[config.mk]
export PLATFORM = sky130hd
export DESIGN_NAME = ghash_accumulator
export DESIGN_NICKNAME = d
export VERILOG_FILES = /design/src/design/gha_pkg.sv /design/src/design/ghash_accumulator.sv /design/src/design/gha_mask.sv /design/src/design/gha_mul_core.sv
export SDC_FILE = /design/constraint.sdc
export NUM_CORES = 2
export LEC_CHECK = 0
export ABC_AREA = 1
export BUFFER_PORTS_ARGS = -buffer_cell sky130_fd_sc_hd__clkbuf_2
export CORE_ASPECT_RATIO = 1.2
export CORE_UTILIZATION = 35
export DETAILED_ROUTE_END_ITERATION = 8
export SLEW_MARGIN = 20
export SYNTH_ARGS = -nofsm -noshare
export SYNTH_HDL_FRONTEND = slang
export SYNTH_HIERARCHICAL = 1
export SYNTH_SLANG_ARGS = --single-unit
export TNS_END_PERCENT = 30
[constraint.sdc]
create_clock -name i_clk -period 8.3 [get_ports i_clk]
set_clock_uncertainty 0.05 [all_clocks]
set_input_delay 0 -clock i_clk [delete_from_list [all_inputs] [get_ports i_clk]]
set_output_delay 0 -clock i_clk [all_outputs]
set_load 0.02 [all_outputs]
[src/design/gha_pkg.sv]
`timescale 1ns / 1ps
`default_nettype none
// ---------------------------------------------------------------------------
// gha_pkg
// Shared types and constants for the GHASH accumulator.
// ---------------------------------------------------------------------------
package gha_pkg;

    localparam int GHA_BLOCK_W  = 128;
    localparam int GHA_HALF_W   = 64;
    localparam int GHA_DIGIT_W  = 8;
    localparam int GHA_STEPS    = GHA_BLOCK_W / GHA_DIGIT_W;
    localparam int GHA_CNT_W    = $clog2(GHA_STEPS);
    localparam int GHA_NBYTES_W = 5;
    localparam int GHA_IN_W     = 136;

    // Reduction constant, folded into the top byte after a right shift that drops a set bit
    localparam logic [7:0] GHA_REDUCE = 8'hE1;

    // Configuration register indexes
    localparam logic GHA_REG_SUBKEY_HIGH = 1'b0;
    localparam logic GHA_REG_SUBKEY_LOW  = 1'b1;

    typedef enum logic [1:0] {
        S_IDLE,
        S_RUN,
        S_HOLD
    } t_gha_state;

    typedef struct packed {
        logic load;
    } t_gha_ctrl;

    typedef struct packed {
        logic busy;
        logic done;
    } t_gha_stat;

endpackage : gha_pkg
`default_nettype wire

[src/design/ghash_accumulator.sv]
`timescale 1ns / 1ps
`default_nettype none
// ---------------------------------------------------------------------------
// ghash_accumulator
// GCM GHASH: pad block, fold into accumulator, multiply by H in GF(2^128).
// ---------------------------------------------------------------------------
// Channel   Direction  Contents
// s_axis    in         tdata: data_high, data_low, valid_bytes; tuser: first_block
// m_axis    out        tdata: hash_high, hash_low
// cfg       in         index 0 subkey_high, index 1 subkey_low
//
// A block runs as 16 multiplier digits of eight bits each; then the product
// is retired and the input reopens. The next block needs the finished
// accumulator.
// Reset clears the accumulator, subkey, control and output valid.
// A stalled output holds its result while the next block is taken and run;
// only a second finished result waits for the output register to drain.
// ---------------------------------------------------------------------------
module ghash_accumulator
    import gha_pkg::*;
(
    input  wire logic                  i_clk,
    input  wire logic                  i_rst_n,
    // configuration
    input  wire logic                  i_cfg_we,
    input  wire logic                  i_cfg_index,
    input  wire logic [GHA_HALF_W-1:0] i_cfg_data,
    // input stream
    input  wire logic                  s_axis_tvalid,
    output logic                       s_axis_tready,
    input  wire logic [GHA_IN_W-1:0]   s_axis_tdata,   // data_high, data_low, valid_bytes
    input  wire logic                  s_axis_tuser,   // first_block
    // output stream
    output logic                       m_axis_tvalid,
    input  wire logic                  m_axis_tready,
    output logic [GHA_BLOCK_W-1:0]     m_axis_tdata    // hash_high, hash_low
);

    t_gha_state r_state, n_state;

    logic [GHA_HALF_W-1:0]  r_subkey_high;
    logic [GHA_HALF_W-1:0]  r_subkey_low;
    logic [GHA_BLOCK_W-1:0] r_acc;
    logic [GHA_BLOCK_W-1:0] r_out;
    logic                   r_out_valid;

    logic [GHA_BLOCK_W-1:0] w_x;
    logic [GHA_BLOCK_W-1:0] w_z;
    t_gha_ctrl              w_ctrl;
    t_gha_stat              w_stat;
    logic                   w_in_fire;
    logic                   w_out_free;
    logic                   w_acc_load;
    logic                   w_out_load_z;
    logic                   w_out_load_acc;

    assign w_in_fire  = s_axis_tvalid && s_axis_tready;
    assign w_out_free = !r_out_valid || m_axis_tready;

    gha_mask u_mask (
        .i_data_high   (s_axis_tdata[GHA_HALF_W-1:0]),
        .i_data_low    (s_axis_tdata[GHA_BLOCK_W-1:GHA_HALF_W]),
        .i_valid_bytes (s_axis_tdata[GHA_BLOCK_W+GHA_NBYTES_W-1:GHA_BLOCK_W]),
        .i_first_block (s_axis_tuser),
        .i_acc         (r_acc),
        .o_x           (w_x)
    );

    gha_mul_core u_core (
        .i_clk   (i_clk),
        .i_rst_n (i_rst_n),
        .i_ctrl  (w_ctrl),
        .i_x     (w_x),
        .i_h     ({r_subkey_high, r_subkey_low}),
        .o_stat  (w_stat),
        .o_z     (w_z)
    );

    always_ff @(posedge i_clk) begin
        if (!i_rst_n) begin
            r_state <= S_IDLE;
        end else begin
            r_state <= n_state;
        end
    end

    always_comb begin
        n_state        = r_state;
        s_axis_tready  = 1'b0;
        w_ctrl.load    = 1'b0;
        w_acc_load     = 1'b0;
        w_out_load_z   = 1'b0;
        w_out_load_acc = 1'b0;
        case (r_state)
            S_IDLE: begin
                s_axis_tready = 1'b1;
                if (s_axis_tvalid) begin
                    w_ctrl.load = 1'b1;
                    n_state     = S_RUN;
                end
            end
            S_RUN: begin
                if (w_stat.done) begin
                    w_acc_load = 1'b1;
                    if (w_out_free) begin
                        w_out_load_z = 1'b1;
                        n_state      = S_IDLE;
                    end else begin
                        n_state = S_HOLD;
                    end
                end
            end
            S_HOLD: begin
                if (w_out_free) begin
                    w_out_load_acc = 1'b1;
                    n_state        = S_IDLE;
                end
            end
            default: begin
                n_state = S_IDLE;
            end
        endcase
    end

    // Configuration writes; index range covers both registers
    always_ff @(posedge i_clk) begin
        if (!i_rst_n) begin
            r_subkey_high <= '0;
            r_subkey_low  <= '0;
        end else if (i_cfg_we) begin
            case (i_cfg_index)
                GHA_REG_SUBKEY_HIGH: r_subkey_high <= i_cfg_data;
                GHA_REG_SUBKEY_LOW:  r_subkey_low  <= i_cfg_data;
                default: begin
                end
            endcase
        end
    end

    always_ff @(posedge i_clk) begin
        if (!i_rst_n) begin
            r_acc <= '0;
        end else if (w_acc_load) begin
            r_acc <= w_z;
        end
    end

    always_ff @(posedge i_clk) begin
        if (!i_rst_n) begin
            r_out_valid <= 1'b0;
        end else if (w_out_load_z || w_out_load_acc) begin
            r_out_valid <= 1'b1;
        end else if (m_axis_tready) begin
            r_out_valid <= 1'b0;
        end
    end

    always_ff @(posedge i_clk) begin
        if (w_out_load_z) begin
            r_out <= w_z;
        end else if (w_out_load_acc) begin
            r_out <= r_acc;
        end
    end

    assign m_axis_tvalid = r_out_valid;
    assign m_axis_tdata  = {r_out[GHA_HALF_W-1:0], r_out[GHA_BLOCK_W-1:GHA_HALF_W]};

endmodule : ghash_accumulator
`default_nettype wire

[src/design/gha_mask.sv]
`timescale 1ns / 1ps
`default_nettype none
// ---------------------------------------------------------------------------
// gha_mask
// Pads a partial block with zeros and folds it into the accumulator, except on a first block.
// ---------------------------------------------------------------------------
module gha_mask
    import gha_pkg::*;
(
    input  wire logic [GHA_HALF_W-1:0]   i_data_high,
    input  wire logic [GHA_HALF_W-1:0]   i_data_low,
    input  wire logic [GHA_NBYTES_W-1:0] i_valid_bytes,
    input  wire logic                    i_first_block,
    input  wire logic [GHA_BLOCK_W-1:0]  i_acc,
    output logic      [GHA_BLOCK_W-1:0]  o_x
);

    logic [GHA_BLOCK_W-1:0] w_block;
    logic [GHA_BLOCK_W-1:0] w_padded;

    assign w_block = {i_data_high, i_data_low};

    // Keep byte i only while it lies below the count; counts above 16 keep all
    always_comb begin
        for (int i = 0; i < GHA_BLOCK_W / 8; i++) begin
            if (GHA_NBYTES_W'(i) < i_valid_bytes) begin
                w_padded[GHA_BLOCK_W-1-8*i -: 8] = w_block[GHA_BLOCK_W-1-8*i -: 8];
            end else begin
                w_padded[GHA_BLOCK_W-1-8*i -: 8] = 8'h00;
            end
        end
    end

    assign o_x = w_padded ^ (i_first_block ? '0 : i_acc);

endmodule : gha_mask
`default_nettype wire

[src/design/gha_mul_core.sv]
`timescale 1ns / 1ps
`default_nettype none
// ---------------------------------------------------------------------------
// gha_mul_core
// Digit-serial GF(2^128) multiplier, eight multiplier bits per cycle.
// ---------------------------------------------------------------------------
module gha_mul_core
    import gha_pkg::*;
(
    input  wire logic                   i_clk,
    input  wire logic                   i_rst_n,
    input  wire t_gha_ctrl              i_ctrl,
    input  wire logic [GHA_BLOCK_W-1:0] i_x,
    input  wire logic [GHA_BLOCK_W-1:0] i_h,
    output t_gha_stat                   o_stat,
    output logic      [GHA_BLOCK_W-1:0] o_z
);

    logic [GHA_BLOCK_W-1:0] r_x, n_x;
    logic [GHA_BLOCK_W-1:0] r_v, n_v;
    logic [GHA_BLOCK_W-1:0] r_z, n_z;
    logic [GHA_CNT_W-1:0]   r_cnt;
    logic                   r_busy;
    logic                   r_done;

    // One digit: walk the top eight bits of X, shifting V right each bit
    always_comb begin
        logic [GHA_BLOCK_W-1:0] v;
        logic [GHA_BLOCK_W-1:0] z;
        logic                   lsb;
        v = r_v;
        z = r_z;
        for (int k = 0; k < GHA_DIGIT_W; k++) begin
            if (r_x[GHA_BLOCK_W-1-k]) begin
                z = z ^ v;
            end
            lsb = v[0];
            v   = v >> 1;
            if (lsb) begin
                v[GHA_BLOCK_W-1 -: 8] = v[GHA_BLOCK_W-1 -: 8] ^ GHA_REDUCE;
            end
        end
        n_v = v;
        n_z = z;
        n_x = r_x << GHA_DIGIT_W;
    end

    always_ff @(posedge i_clk) begin
        if (i_ctrl.load) begin
            r_x <= i_x;
            r_v <= i_h;
            r_z <= '0;
        end else if (r_busy) begin
            r_x <= n_x;
            r_v <= n_v;
            r_z <= n_z;
        end
    end

    always_ff @(posedge i_clk) begin
        if (!i_rst_n) begin
            r_cnt  <= '0;
            r_busy <= 1'b0;
            r_done <= 1'b0;
        end else begin
            r_done <= 1'b0;
            if (i_ctrl.load) begin
                r_cnt  <= '0;
                r_busy <= 1'b1;
            end else if (r_busy) begin
                r_cnt <= r_cnt + 1'b1;
                if (r_cnt == GHA_CNT_W'(GHA_STEPS - 1)) begin
                    r_busy <= 1'b0;
                    r_done <= 1'b1;
                end
            end
        end
    end

    assign o_stat.busy = r_busy;
    assign o_stat.done = r_done;
    assign o_z         = r_z;

endmodule : gha_mul_core
`default_nettype wire

==> results by group <==
Final layout
  – Storage cell area: 19400 um2
  – Count of filler cells inserted in the layout: 14160
  – Share of final-layout standard cells stronger than drive strength 1: 0.0846
  – Final cell count without fillers: 8918
  – Synthesis-to-layout area growth: 15.3%
  – Total Nets Final: 7216
  – Total area of multi-input combinational cells: 26300 um2

Setup path
  – Crit path required time: 8.84 ns
  – Setup slack, reg-to-reg: 4.49 ns
  – Nature of the critical path startpoint: flip-flop
  – Critical-path cell with the highest stage delay: sky130_fd_sc_hd__buf_4
  – Capture instance of the worst register-to-register path: u_core/r_v[53]
  – Crit path cell chain: nor2_1 > nand2_1 > inv_8 > buf_4 > buf_4 > buf_4 > nand2_1 > nand2_1
  – Crit path capture type: flip-flop
  – Arrival time at the worst endpoint: 4.36 ns
  – Reg-to-reg critical path startpoint: r_state[1]
  – Slowest Stage Delay on Critical Path: 0.82 ns
  – Max Fanout on Critical Path: 82
  – Setup CP Type: flip-flop to flip-flop
  – Register-to-Register Path Depth: 8

GRT
  – Remaining Overflow, GRT: 0
  – Global-route wire length before repair: 242 mm
  – Pin count of the biggest net entering global routing: 191
  – Met2 GRT Util: 0.337
  – Vias in the first global route: 39325
  – GR Layer Usage met3: 0.0361
  – Global-route layer with the greatest usage: met2
  – Number of antenna violations at the first check in global routing: 31
  – Total GRT Usage: 0.221
  – GR Layer Usage met1: 0.303

Die
  – # IOs: 337
  – Placement row count: 150
  – Starting Density: 0.353
  – Floorplan Core Area: 139000 um2
  – Die Footprint: 142000 um2
  – Die width: 344 um
  – Die height: 413 um

Timing
  – Setup ws final: 4.49 ns
  – Number of hold-slack violations in the final timing report: 0
  – Transition time at the pin with the least slew margin: 1.08 ns
  – Final number of setup-violating endpoints: 0
  – F_max: 0.262 GHz
  – Ratio of final minimum period to clock period: 0.459
  – Slew Limit Headroom: 0.281
  – Final critical path time including I/O delays and setup: 3.81 ns
  – Setup repair after global routing missed its margin: no
  – Aggregate negative setup slack: 0 ns
  – Max-slew violations: 0

Synth
  – Post-synthesis cell count: 6808
  – Netlist Area Pre-Place: 49200 um2
  – Synth warn: 6
  – Synthesized netlist net count: 7016
  – Post-Synthesis Mean Instance Area: 7.23 um2

CTS
  – Maximum count of clock buffers along a single path: 3
  – Clock tree from TritonCTS: done
  – Clk sinks: 777
  – Number of levels the H-tree was split into: 3
  – Total CTS buffers: 83
  – Reg clk slew, reported paths: 0.06 ns
  – Latest clock arrival within the worst-skew pair: 0.73 ns
  – CTS root buf: sky130_fd_sc_hd__clkbuf_16
  – Number of post-CTS setup repair buffers: 0
  – Number of instances resized during post-cts repair: 0

Detailed routing
  – Number of vias per cell after detailed routing: 4.84
  – Final WL: 161 mm
  – Vias: 43201
  – Post-DRT Antenna Nets: 0
  – WL/cell: 18.1 um
  – Remaining design rule violation count: 0
  – Iter 0 DRT Violations: 3831
  – TritonRoute pass-1 iters: 6

Placed design
  – Detail Placement HPWL: 107 mm
  – Port Buffer Count: 333
  – Setup WS pre-CTS: 4.52 ns
  – Post-placement cell count: 8510
  – Gp weighted congestion: 0.914

Min path
  – End point of the most critical hold path: u_core/r_x[7]
  – Beginning of the worst hold path: s_axis_tdata[132]
  – Min-Delay Path Class: primary input to flip-flop
  – Worst hold path depth: 5

Run
  – Max Cap Violations: 0

Run status
  – Outcome: finished clean

Power and ir drop
  – Areal power density over the cells: 237 nW/um2
  – Worst IR Drop VDD: 0.157 mV
  – Leakage power figure: 25.2 nW
-- area by class of cell --
class	instances	area share
clock inverter	51	0.0113
timing repair buffer	611	0.0781
sequential	777	0.342
clock buffer	105	0.0401
inverter	344	0.0231
antenna	15	0.000662
tap	1824	0.0402
multi-input combinational	5191	0.464
-- layout by cell type, fill, tap and decap left out, types with 55 or more instances in the layout --
| master | instances |
|---|---|
| sky130_fd_sc_hd__nor2_1 | 764 |
| sky130_fd_sc_hd__clkbuf_2 | 332 |
| sky130_fd_sc_hd__edfxtp_1 | 384 |
| sky130_fd_sc_hd__clkbuf_16 | 86 |
| sky130_fd_sc_hd__o21ai_0 | 191 |
| sky130_fd_sc_hd__xor2_1 | 616 |
| sky130_fd_sc_hd__dlygate4sd3_1 | 237 |
| sky130_fd_sc_hd__nand3_1 | 82 |
| sky130_fd_sc_hd__xnor2_1 | 448 |
| sky130_fd_sc_hd__a21oi_1 | 55 |
| sky130_fd_sc_hd__nand4_1 | 154 |
| sky130_fd_sc_hd__dfxtp_1 | 391 |
| sky130_fd_sc_hd__nand2_1 | 2784 |
| sky130_fd_sc_hd__inv_1 | 333 |
-- worst max-delay path: cells and delay by family, from the launching register on --
family	cells	cell delay, ns
buffers and inverters	4	2.51
AND/OR/NAND/NOR	4	0.58
flip-flops	1	0.36
-- metal layers --
layer / part of all wire / up-vias
met2: 0.44 / 1578
met1: 0.44 / 20126
li1: - / 21187
met4: 0.047 / 32
met3: 0.073 / 278
met5: 0.0012 / -
-- metrics by stage --
step	power, mW	hold slack, ns	instance area [um2]	util
global route	14.2	0.0431	56700	0.407
global placement	9.27	0.215	51400	0.369
detailed placement	9.37	0.221	51400	0.369
floorplan	8.41	0.0980	49200	-
finish	13.4	0.00927	56700	0.407
CTS	13.5	0.00955	56700	0.407
-- flip-flops by register name, summed over array words and instances (netlist names) --
register / flops
r_acc: 128
r_out: 128
u_core/o_z: 128
u_core/r_v: 128
u_core/r_x: 128
r_subkey_high: 64
r_subkey_low: 64
u_core/r_cnt: 4
r_state: 2
m_axis_tvalid: 1
u_core/r_busy: 1
u_core/r_done: 1
-- worst max-delay path by stage --
stage | startpoint | slack, ns | end | cells after the start
finish | r_state[1] | 4.49 | u_core/r_v[53] | 8
floorplan | r_state[1] | 0.95 | u_core/r_busy | 8
detailed placement | r_state[1] | 4.52 | u_core/r_v[53] | 8
global route | r_state[1] | 4.24 | u_core/r_v[49] | 8
CTS | r_state[1] | 4.53 | u_core/r_v[75] | 8
global placement | r_state[1] | 4.55 | u_core/o_z[40] | 9
-- where the power goes --
group          internal [mW]  leakage (nW)  switching (mW)  total (mW)
Clock                   2.31          1.42            1.70        4.02
Sequential              4.49          6.88           0.778        5.27
Combinational           1.81          16.9            2.35        4.16
-- what timing repair did --
action | CTS | global route
hold buffers | 237 | 0
setup endpoints to repair | 0 | 0
endpoints found under the hold margin | 275 | 0
Power figures use the tool's default switching activity.
